--- config.mk ---
export PLATFORM = sky130hd
export DESIGN_NAME = dsp_modulo_address_generator
export DESIGN_NICKNAME = d
export VERILOG_FILES = /design/src/rtl/dmag_pkg.sv /design/src/rtl/dsp_modulo_address_generator.sv /design/src/rtl/dmag_update.sv /design/src/rtl/dmag_regs.sv
export SDC_FILE = /design/constraint.sdc
export NUM_CORES = 1
export LEC_CHECK = 0
export BUFFER_PORTS_ARGS = -buffer_cell sky130_fd_sc_hd__clkbuf_2
export CAP_MARGIN = 20
export CORE_UTILIZATION = 65
export DETAILED_ROUTE_END_ITERATION = 6
export MAX_ROUTING_LAYER = met4
export PLACE_DENSITY = 0.82
export SLEW_MARGIN = 20
export SYNTH_ARGS = -nofsm -noshare
export SYNTH_HDL_FRONTEND = slang
export SYNTH_HIERARCHICAL = 1
export SYNTH_SLANG_ARGS = --single-unit
--- constraint.sdc ---
create_clock -name clk -period 12.05 [get_ports clk]
set_input_delay 2.41 -clock clk [delete_from_list [all_inputs] [get_ports clk]]
set_output_delay 2.41 -clock clk [all_outputs]
set_load 0.02 [all_outputs]
--- src/rtl/dmag_pkg.sv ---
// Shared types and constants for the modulo address generator.
// No dependencies; used by dmag_update, dmag_regs and the top level.
package dmag_pkg;

    localparam int ADDR_W    = 16;
    localparam int CMD_W     = 3;
    localparam int IDX_W     = 2;
    // low bits of the 32-bit model arithmetic that can reach the result or a wrap test
    localparam int CALC_W    = ADDR_W + 1;
    localparam logic [ADDR_W-1:0] STEP_MIN = 16'h8000;

    typedef enum logic [CMD_W-1:0] {
        CMD_LOAD_ADDR = 3'd0,
        CMD_LOAD_WRAP = 3'd1,
        CMD_INC       = 3'd2,
        CMD_DEC       = 3'd3,
        CMD_ADD_STEP  = 3'd4,
        CMD_SUB_STEP  = 3'd5
    } cmd_t;

    typedef struct packed {
        cmd_t               cmd;
        logic [IDX_W-1:0]   idx;
        logic [ADDR_W-1:0]  operand;
    } item_t;

    // write-back controls from the update logic to the register file
    typedef struct packed {
        logic               addr_we;
        logic [ADDR_W-1:0]  addr_data;
        logic               wrap_we;
        logic [ADDR_W-1:0]  wrap_data;
    } wb_t;

endpackage

--- src/rtl/dsp_modulo_address_generator.sv ---
// Top level of the modulo address generator: input register, update, result register.
// Depends on dmag_pkg, dmag_regs and dmag_update.
//
//  channel  | direction | tdata              | tuser
//  ---------+-----------+--------------------+----------------------------------
//  s_axis   | in        | operand[15:0]      | cmd[2:0], reg_index[4:3]
//  m_axis   | out       | address[15:0]      | -
//
// One transaction per cycle sustained while m_axis is not stalled; a command passes the
// input register, then the result register. The register file is read and written while
// the command is in the input register, so a command sees every earlier command's write-back.
// Reset clears address registers to 0 and wrap registers to 0xFFFF.
// A stall on m_axis holds the result register; s_axis keeps taking transactions
// while the input register is empty or moving.
module dsp_modulo_address_generator
#(
    parameter int NUM_ADDR_REGS = 4
)
(
    input  logic        clk,
    input  logic        rst_n,
    input  logic        s_axis_tvalid,
    output logic        s_axis_tready,
    input  logic [15:0] s_axis_tdata,   // operand[15:0]
    input  logic [4:0]  s_axis_tuser,   // cmd[2:0], reg_index[4:3]
    output logic        m_axis_tvalid,
    input  logic        m_axis_tready,
    output logic [15:0] m_axis_tdata    // address[15:0]
);

    logic                          in_valid_reg;
    logic                          in_valid_next;
    dmag_pkg::item_t               in_item_reg;
    dmag_pkg::item_t               in_item_next;
    logic                          out_valid_reg;
    logic                          out_valid_next;
    logic [dmag_pkg::ADDR_W-1:0]   out_addr_reg;
    logic [dmag_pkg::ADDR_W-1:0]   out_addr_next;
    logic                          out_free;
    logic                          advance;
    logic                          hit;
    logic [dmag_pkg::ADDR_W-1:0]   ar;
    logic [dmag_pkg::ADDR_W-1:0]   wr;
    dmag_pkg::wb_t                 wb;

    assign out_free      = !out_valid_reg || m_axis_tready;
    assign advance       = in_valid_reg && out_free;
    assign s_axis_tready = !in_valid_reg || out_free;
    assign m_axis_tvalid = out_valid_reg;
    assign m_axis_tdata  = out_addr_reg;

    dmag_regs #(
        .NUM_ADDR_REGS (NUM_ADDR_REGS)
    ) u_regs (
        .clk   (clk),
        .rst_n (rst_n),
        .idx   (in_item_reg.idx),
        .wr_en (advance),
        .wb    (wb),
        .hit   (hit),
        .ar    (ar),
        .wr    (wr)
    );

    dmag_update u_update (
        .item (in_item_reg),
        .ar   (ar),
        .wr   (wr),
        .wb   (wb)
    );

    always_comb
    begin
        in_valid_next = in_valid_reg;
        in_item_next  = in_item_reg;
        if (s_axis_tvalid && s_axis_tready)
        begin
            in_valid_next        = 1'b1;
            in_item_next.cmd     = dmag_pkg::cmd_t'(s_axis_tuser[2:0]);
            in_item_next.idx     = s_axis_tuser[4:3];
            in_item_next.operand = s_axis_tdata;
        end
        else if (advance)
        begin
            in_valid_next = 1'b0;
        end

        out_valid_next = out_valid_reg;
        out_addr_next  = out_addr_reg;
        if (advance)
        begin
            out_valid_next = 1'b1;
            // out-of-range index reads as zero and writes nothing
            out_addr_next  = (hit && wb.addr_we) ? wb.addr_data : ar;
        end
        else if (m_axis_tready)
        begin
            out_valid_next = 1'b0;
        end
    end

    always_ff @(posedge clk or negedge rst_n)
    begin
        if (!rst_n)
        begin
            in_valid_reg  <= 1'b0;
            out_valid_reg <= 1'b0;
        end
        else
        begin
            in_valid_reg  <= in_valid_next;
            out_valid_reg <= out_valid_next;
        end
    end

    always_ff @(posedge clk)
    begin
        in_item_reg  <= in_item_next;
        out_addr_reg <= out_addr_next;
    end

`ifndef SYNTHESIS
    a_ready_when_empty: assert property (@(posedge clk) disable iff (!rst_n)
        !out_valid_reg |-> s_axis_tready)
        else $error("input stalled with empty result register");

    a_load_addr_result: assert property (@(posedge clk) disable iff (!rst_n)
        (advance && hit && (in_item_reg.cmd == dmag_pkg::CMD_LOAD_ADDR))
        |=> (m_axis_tdata == $past(in_item_reg.operand)))
        else $error("load address did not return the loaded value");

    a_result_from_input: assert property (@(posedge clk) disable iff (!rst_n)
        $rose(out_valid_reg) |-> $past(in_valid_reg))
        else $error("result appeared without a pending transaction");
`endif

endmodule

--- src/rtl/dmag_update.sv ---
// Combinational address update: load address, load wrap, +1, -1, +step, -step with modulo wrap.
// Depends on dmag_pkg.
module dmag_update
(
    input  dmag_pkg::item_t                  item,
    input  logic [dmag_pkg::ADDR_W-1:0]      ar,
    input  logic [dmag_pkg::ADDR_W-1:0]      wr,
    output dmag_pkg::wb_t                    wb
);

    localparam int W = dmag_pkg::CALC_W;

    logic [W-1:0] ar_x;
    logic [W-1:0] wr_x;
    logic [W-1:0] wp1;
    logic [W-1:0] mx;
    logic [W-1:0] s_x;
    logic [W-1:0] n_inc;
    logic [W-1:0] n_dec;
    logic [W-1:0] n_add;
    logic [W-1:0] n_sub;
    logic [W-1:0] d_add;
    logic [W-1:0] d_sub;
    logic [W-1:0] n_res;
    logic         step_neg;

    always_comb
    begin
        ar_x     = {1'b0, ar};
        wr_x     = {1'b0, wr};
        wp1      = wr_x + W'(1);
        mx       = {wr | dmag_pkg::ADDR_W'(1), 1'b0};
        s_x      = {item.operand[dmag_pkg::ADDR_W-1], item.operand};
        step_neg = item.operand[dmag_pkg::ADDR_W-1];

        n_inc = ar_x + W'(1);
        if ((n_inc ^ ar_x) > mx)
        begin
            n_inc = n_inc - wp1;
        end

        n_dec = ar_x + wr_x;
        if (((n_dec ^ ar_x) & mx) > wr_x)
        begin
            n_dec = n_dec - wp1;
        end

        n_add = ar_x + s_x;
        d_add = (n_add ^ ar_x ^ s_x) & mx;
        if (!step_neg)
        begin
            if (d_add > wr_x)
            begin
                n_add = n_add - wp1;
            end
        end
        else if ((((n_add + wp1) ^ n_add) & d_add) <= wr_x)
        begin
            n_add = n_add + wp1;
        end

        // most negative step takes the underflow path, like a positive one
        n_sub = ar_x - s_x;
        d_sub = (n_sub ^ ar_x ^ ~s_x) & mx;
        if (step_neg && (item.operand != dmag_pkg::STEP_MIN))
        begin
            if (d_sub > wr_x)
            begin
                n_sub = n_sub - wp1;
            end
        end
        else if ((((n_sub + wp1) ^ n_sub) & d_sub) <= wr_x)
        begin
            n_sub = n_sub + wp1;
        end

        wb.wrap_we   = 1'b0;
        wb.wrap_data = item.operand;
        wb.addr_we   = 1'b1;
        n_res        = ar_x;
        case (item.cmd)
            dmag_pkg::CMD_LOAD_ADDR: n_res = {1'b0, item.operand};
            dmag_pkg::CMD_LOAD_WRAP: wb.wrap_we = 1'b1;
            dmag_pkg::CMD_INC:       n_res = n_inc;
            dmag_pkg::CMD_DEC:       n_res = n_dec;
            dmag_pkg::CMD_ADD_STEP:  n_res = n_add;
            dmag_pkg::CMD_SUB_STEP:  n_res = n_sub;
            default:                 wb.addr_we = 1'b0;
        endcase
        wb.addr_data = n_res[dmag_pkg::ADDR_W-1:0];
    end

endmodule

--- src/rtl/dmag_regs.sv ---
// Address and wrap register file, one read port and one write port.
// Depends on dmag_pkg.
module dmag_regs
#(
    parameter int NUM_ADDR_REGS = 4
)
(
    input  logic                             clk,
    input  logic                             rst_n,
    input  logic [dmag_pkg::IDX_W-1:0]       idx,
    input  logic                             wr_en,
    input  dmag_pkg::wb_t                    wb,
    output logic                             hit,
    output logic [dmag_pkg::ADDR_W-1:0]      ar,
    output logic [dmag_pkg::ADDR_W-1:0]      wr
);

    logic [dmag_pkg::ADDR_W-1:0] addr_reg  [NUM_ADDR_REGS];
    logic [dmag_pkg::ADDR_W-1:0] addr_next [NUM_ADDR_REGS];
    logic [dmag_pkg::ADDR_W-1:0] wrap_reg  [NUM_ADDR_REGS];
    logic [dmag_pkg::ADDR_W-1:0] wrap_next [NUM_ADDR_REGS];

    always_comb
    begin
        hit = 1'b0;
        ar  = '0;
        wr  = '0;
        for (int i = 0; i < NUM_ADDR_REGS; i++)
        begin
            addr_next[i] = addr_reg[i];
            wrap_next[i] = wrap_reg[i];
            if (32'(idx) == i)
            begin
                hit = 1'b1;
                ar  = addr_reg[i];
                wr  = wrap_reg[i];
                if (wr_en && wb.addr_we)
                begin
                    addr_next[i] = wb.addr_data;
                end
                if (wr_en && wb.wrap_we)
                begin
                    wrap_next[i] = wb.wrap_data;
                end
            end
        end
    end

    always_ff @(posedge clk or negedge rst_n)
    begin
        if (!rst_n)
        begin
            for (int i = 0; i < NUM_ADDR_REGS; i++)
            begin
                addr_reg[i] <= '0;
                wrap_reg[i] <= '1;
            end
        end
        else
        begin
            for (int i = 0; i < NUM_ADDR_REGS; i++)
            begin
                addr_reg[i] <= addr_next[i];
                wrap_reg[i] <= wrap_next[i];
            end
        end
    end

endmodule
==> impl_metrics.yaml <==
yosys:
  netlist_top_cells_area: "ha_1, dfstp_2, dfrtp_1"
  netlist_top_cells_count: "ha_1, nor2_1, xnor2_1"
  post_synth_num_cell_types: 103
  synth_top_area_cell: "ha_1"
  postSynthCellCount: 2149
  synth_most_common_cell: "ha_1"
  synthArstFlopShare_pct: 77.8
  syn_area_cell_um2: 9.30
  synth_fp_nets: 2412
  mappedNetlistArea_um2: 20000
  synth_top_flop_cell: "dfrtp_1"
  ys_ff_latch: 167
  ys_seq_area_share_pct: 22.2
  synthDominantCellAreaShare_pct: 14.3
  yosysWarnings: 6
  edff_count_synth: 37
clocking:
  numCtsBuffers: 17
  post_cts_resize_count: 0
  tritoncts_clock_tree: "built"
  cts_root_buffer: "clkbuf_16"
  clk_pin_slew_worst_paths_ps: 70
  ctsLongestPathBuffers: 2
  cts.hold.buffers_added: 0
  ctsHtreeMaxLevel: 4
  clock-sinks: 167
  insertion_delay_ps: 440
  postCtsSetupBuffers: 0
route:
  num_vias: 18900
  drt-pass1-iter-count: 7
  post_drt_wl_per_cell_um: 30.4
  drt_drc_violations_left: 15
  drtIter0Drc: 2934
  antenna_left: 0
  post_drt_via_cell_ratio: 7.50
  totalWireLength_mm: 76.6
timing:
  timing.slew.headroom_pct: 16.7
  unrepaired_setup_endpoints_after_global_routing: "no"
  final-setup-viol-count: 0
  finalClockSkew_ps: 13.1
  fmaxAchievable_ghz: 0.0904
  post-route-period-util_pct: 91.8
  layout_min_cycle_time_ps: 11060
  timing.final.max_slew_violations: 0
  worst_slew_pin_slew_ps: 1250
  timing.setup.tns_ps: 0
  timing_hold_violations_final: 0
finish:
  antenna-diode-count: 0
  nNetsFinal: 2379
  final_area_um2: 20700
  drive_gt1_share_pct: 18.7
  area_growth_pct: 3.64
worst_setup_path:
  regToRegSetupSlack_ps: 990
  cp.arrival_ps: 11260
  cpMaxStageDelayCell: "nor3_4"
  endpoint_kind: "register"
  crit_path_max_fanout: 33
  timing_worst_setup_path_type: "register to register"
  critical_path.max_stage_delay_ps: 850
  worst_r2r_startpoint: "in_item_reg[16]"
  cp.required_ps: 12250
  worst_setup_path_startpoint: "in_item_reg[16]"
  cp-start-kind: "register"
  cpMostUsedCell: "a21o_1"
run_status:
  failed_checks: "DRC"
  result_of_the_run: "complete, but fails checks"
placed_design:
  dp.final_hpwl_mm: 54.7
  placed_area_um2: 20100
  routability_cong: 1.03
  placement.io_buffers: 42
floorplanning:
  chipHeight_um: 177
  top_level_ports: 43
  die_width_um: 177
  design.core.area_um2: 30000
  floorplan.rows: 63
  die-area_um2: 31400
  initial_utilization_pct: 66.7
grt:
  grt.total_usage_pct: 50.4
  grt_antenna_before_repair: 0
  maximum_number_of_pins_on_one_net_before_global_route_repair: 69
  number_of_global_route_vias_before_repair: 18700
  gr-total-overflow: 0
  global_route_wire_length_before_repair_mm: 113
run:
  max_cap_violations: 0
worst_hold_path:
  hold_path.class: "register to register"
  hold_path.startpoint: "u_regs/addr_reg[63]"
## placed cells by master, fill, tap and decap left out, drive strengths merged, types with 27 or more instances in the layout
cell	count
a211oi	38
a21o	38
a21oi	134
and2	36
and3	41
clkbuf	63
dfrtp	66
dfstp	64
edfxtp	37
ha	229
inv	117
mux2	157
mux2i	27
mux4	32
nand2	103
nand2b	35
nand3	48
nor2	146
nor3	51
o21ai	106
xnor2	138
xor2	60
## metal layers
layer,up-vias,track usage [%],wire [µm]
met5,-,-,0
met4,0,28.9,5200
met3,492,15.9,10200
met2,1623,75.8,33300
met1,8955,59.4,27800
li1,7832,-,-
## critical path, delay by kind of cell, from the launching register on
kind	cells	cell delay, ps
AO/OA/AOI/OAI	10	3800
XOR/XNOR	1	240
adder cells (fa/ha/maj)	3	1170
buffers and inverters	1	650
flip-flops	1	690
multiplexers	3	1650
AND/OR/NAND/NOR	7	2570
## area by class of cell
class | count | area [µm²]
multi-input cells | 1764 | 14500
well taps | 390 | 488
inverters | 113 | 424
clock inverters | 10 | 77.6
fillers | 2242 | 9250
flip-flops and latches | 167 | 4440
clock buffers | 22 | 507
repair buffers | 53 | 295
## stage by stage
step | util (%) | hold slack (ps) | instances | setup slack [ps]
floorplan | - | 449 | 2149 | 4690
global placement | 67.1 | 470 | 2487 | 1950
detailed placement | 67.1 | 491 | 2487 | 1990
CTS | 69.1 | 513 | 2519 | 1880
global route | 69.1 | 530 | 2519 | 1250
finish | 69.1 | 516 | 2519 | 987
## path summary, 6_finish.rpt
kind / depth (start not counted) / end
worst max-delay path: 25 / m_axis_tdata[8]
worst min-delay path: 1 / u_regs/addr_reg[63]
worst max register to register: 25 / m_axis_tdata[8]
worst min register to register: 1 / u_regs/addr_reg[63]
max in group asynchronous: 2 / u_regs/addr_reg[34]
min in group asynchronous: 1 / u_regs/addr_reg[46]
## cell families after synthesis
| family | share of synthesized area, % |
|---|---|
| AND/OR/NAND/NOR | 15.8 |
| AO/OA/AOI/OAI | 17.7 |
| adder cells (fa/ha/maj) | 15.2 |
| buffers and inverters | 5.39 |
| multiplexers | 14.8 |
| XOR/XNOR | 8.72 |
| flip-flops | 22.2 |
| other | 0.0188 |
Power is not shown: default switching activity piles up to over one toggle a cycle in this logic, so the estimate is an artifact.
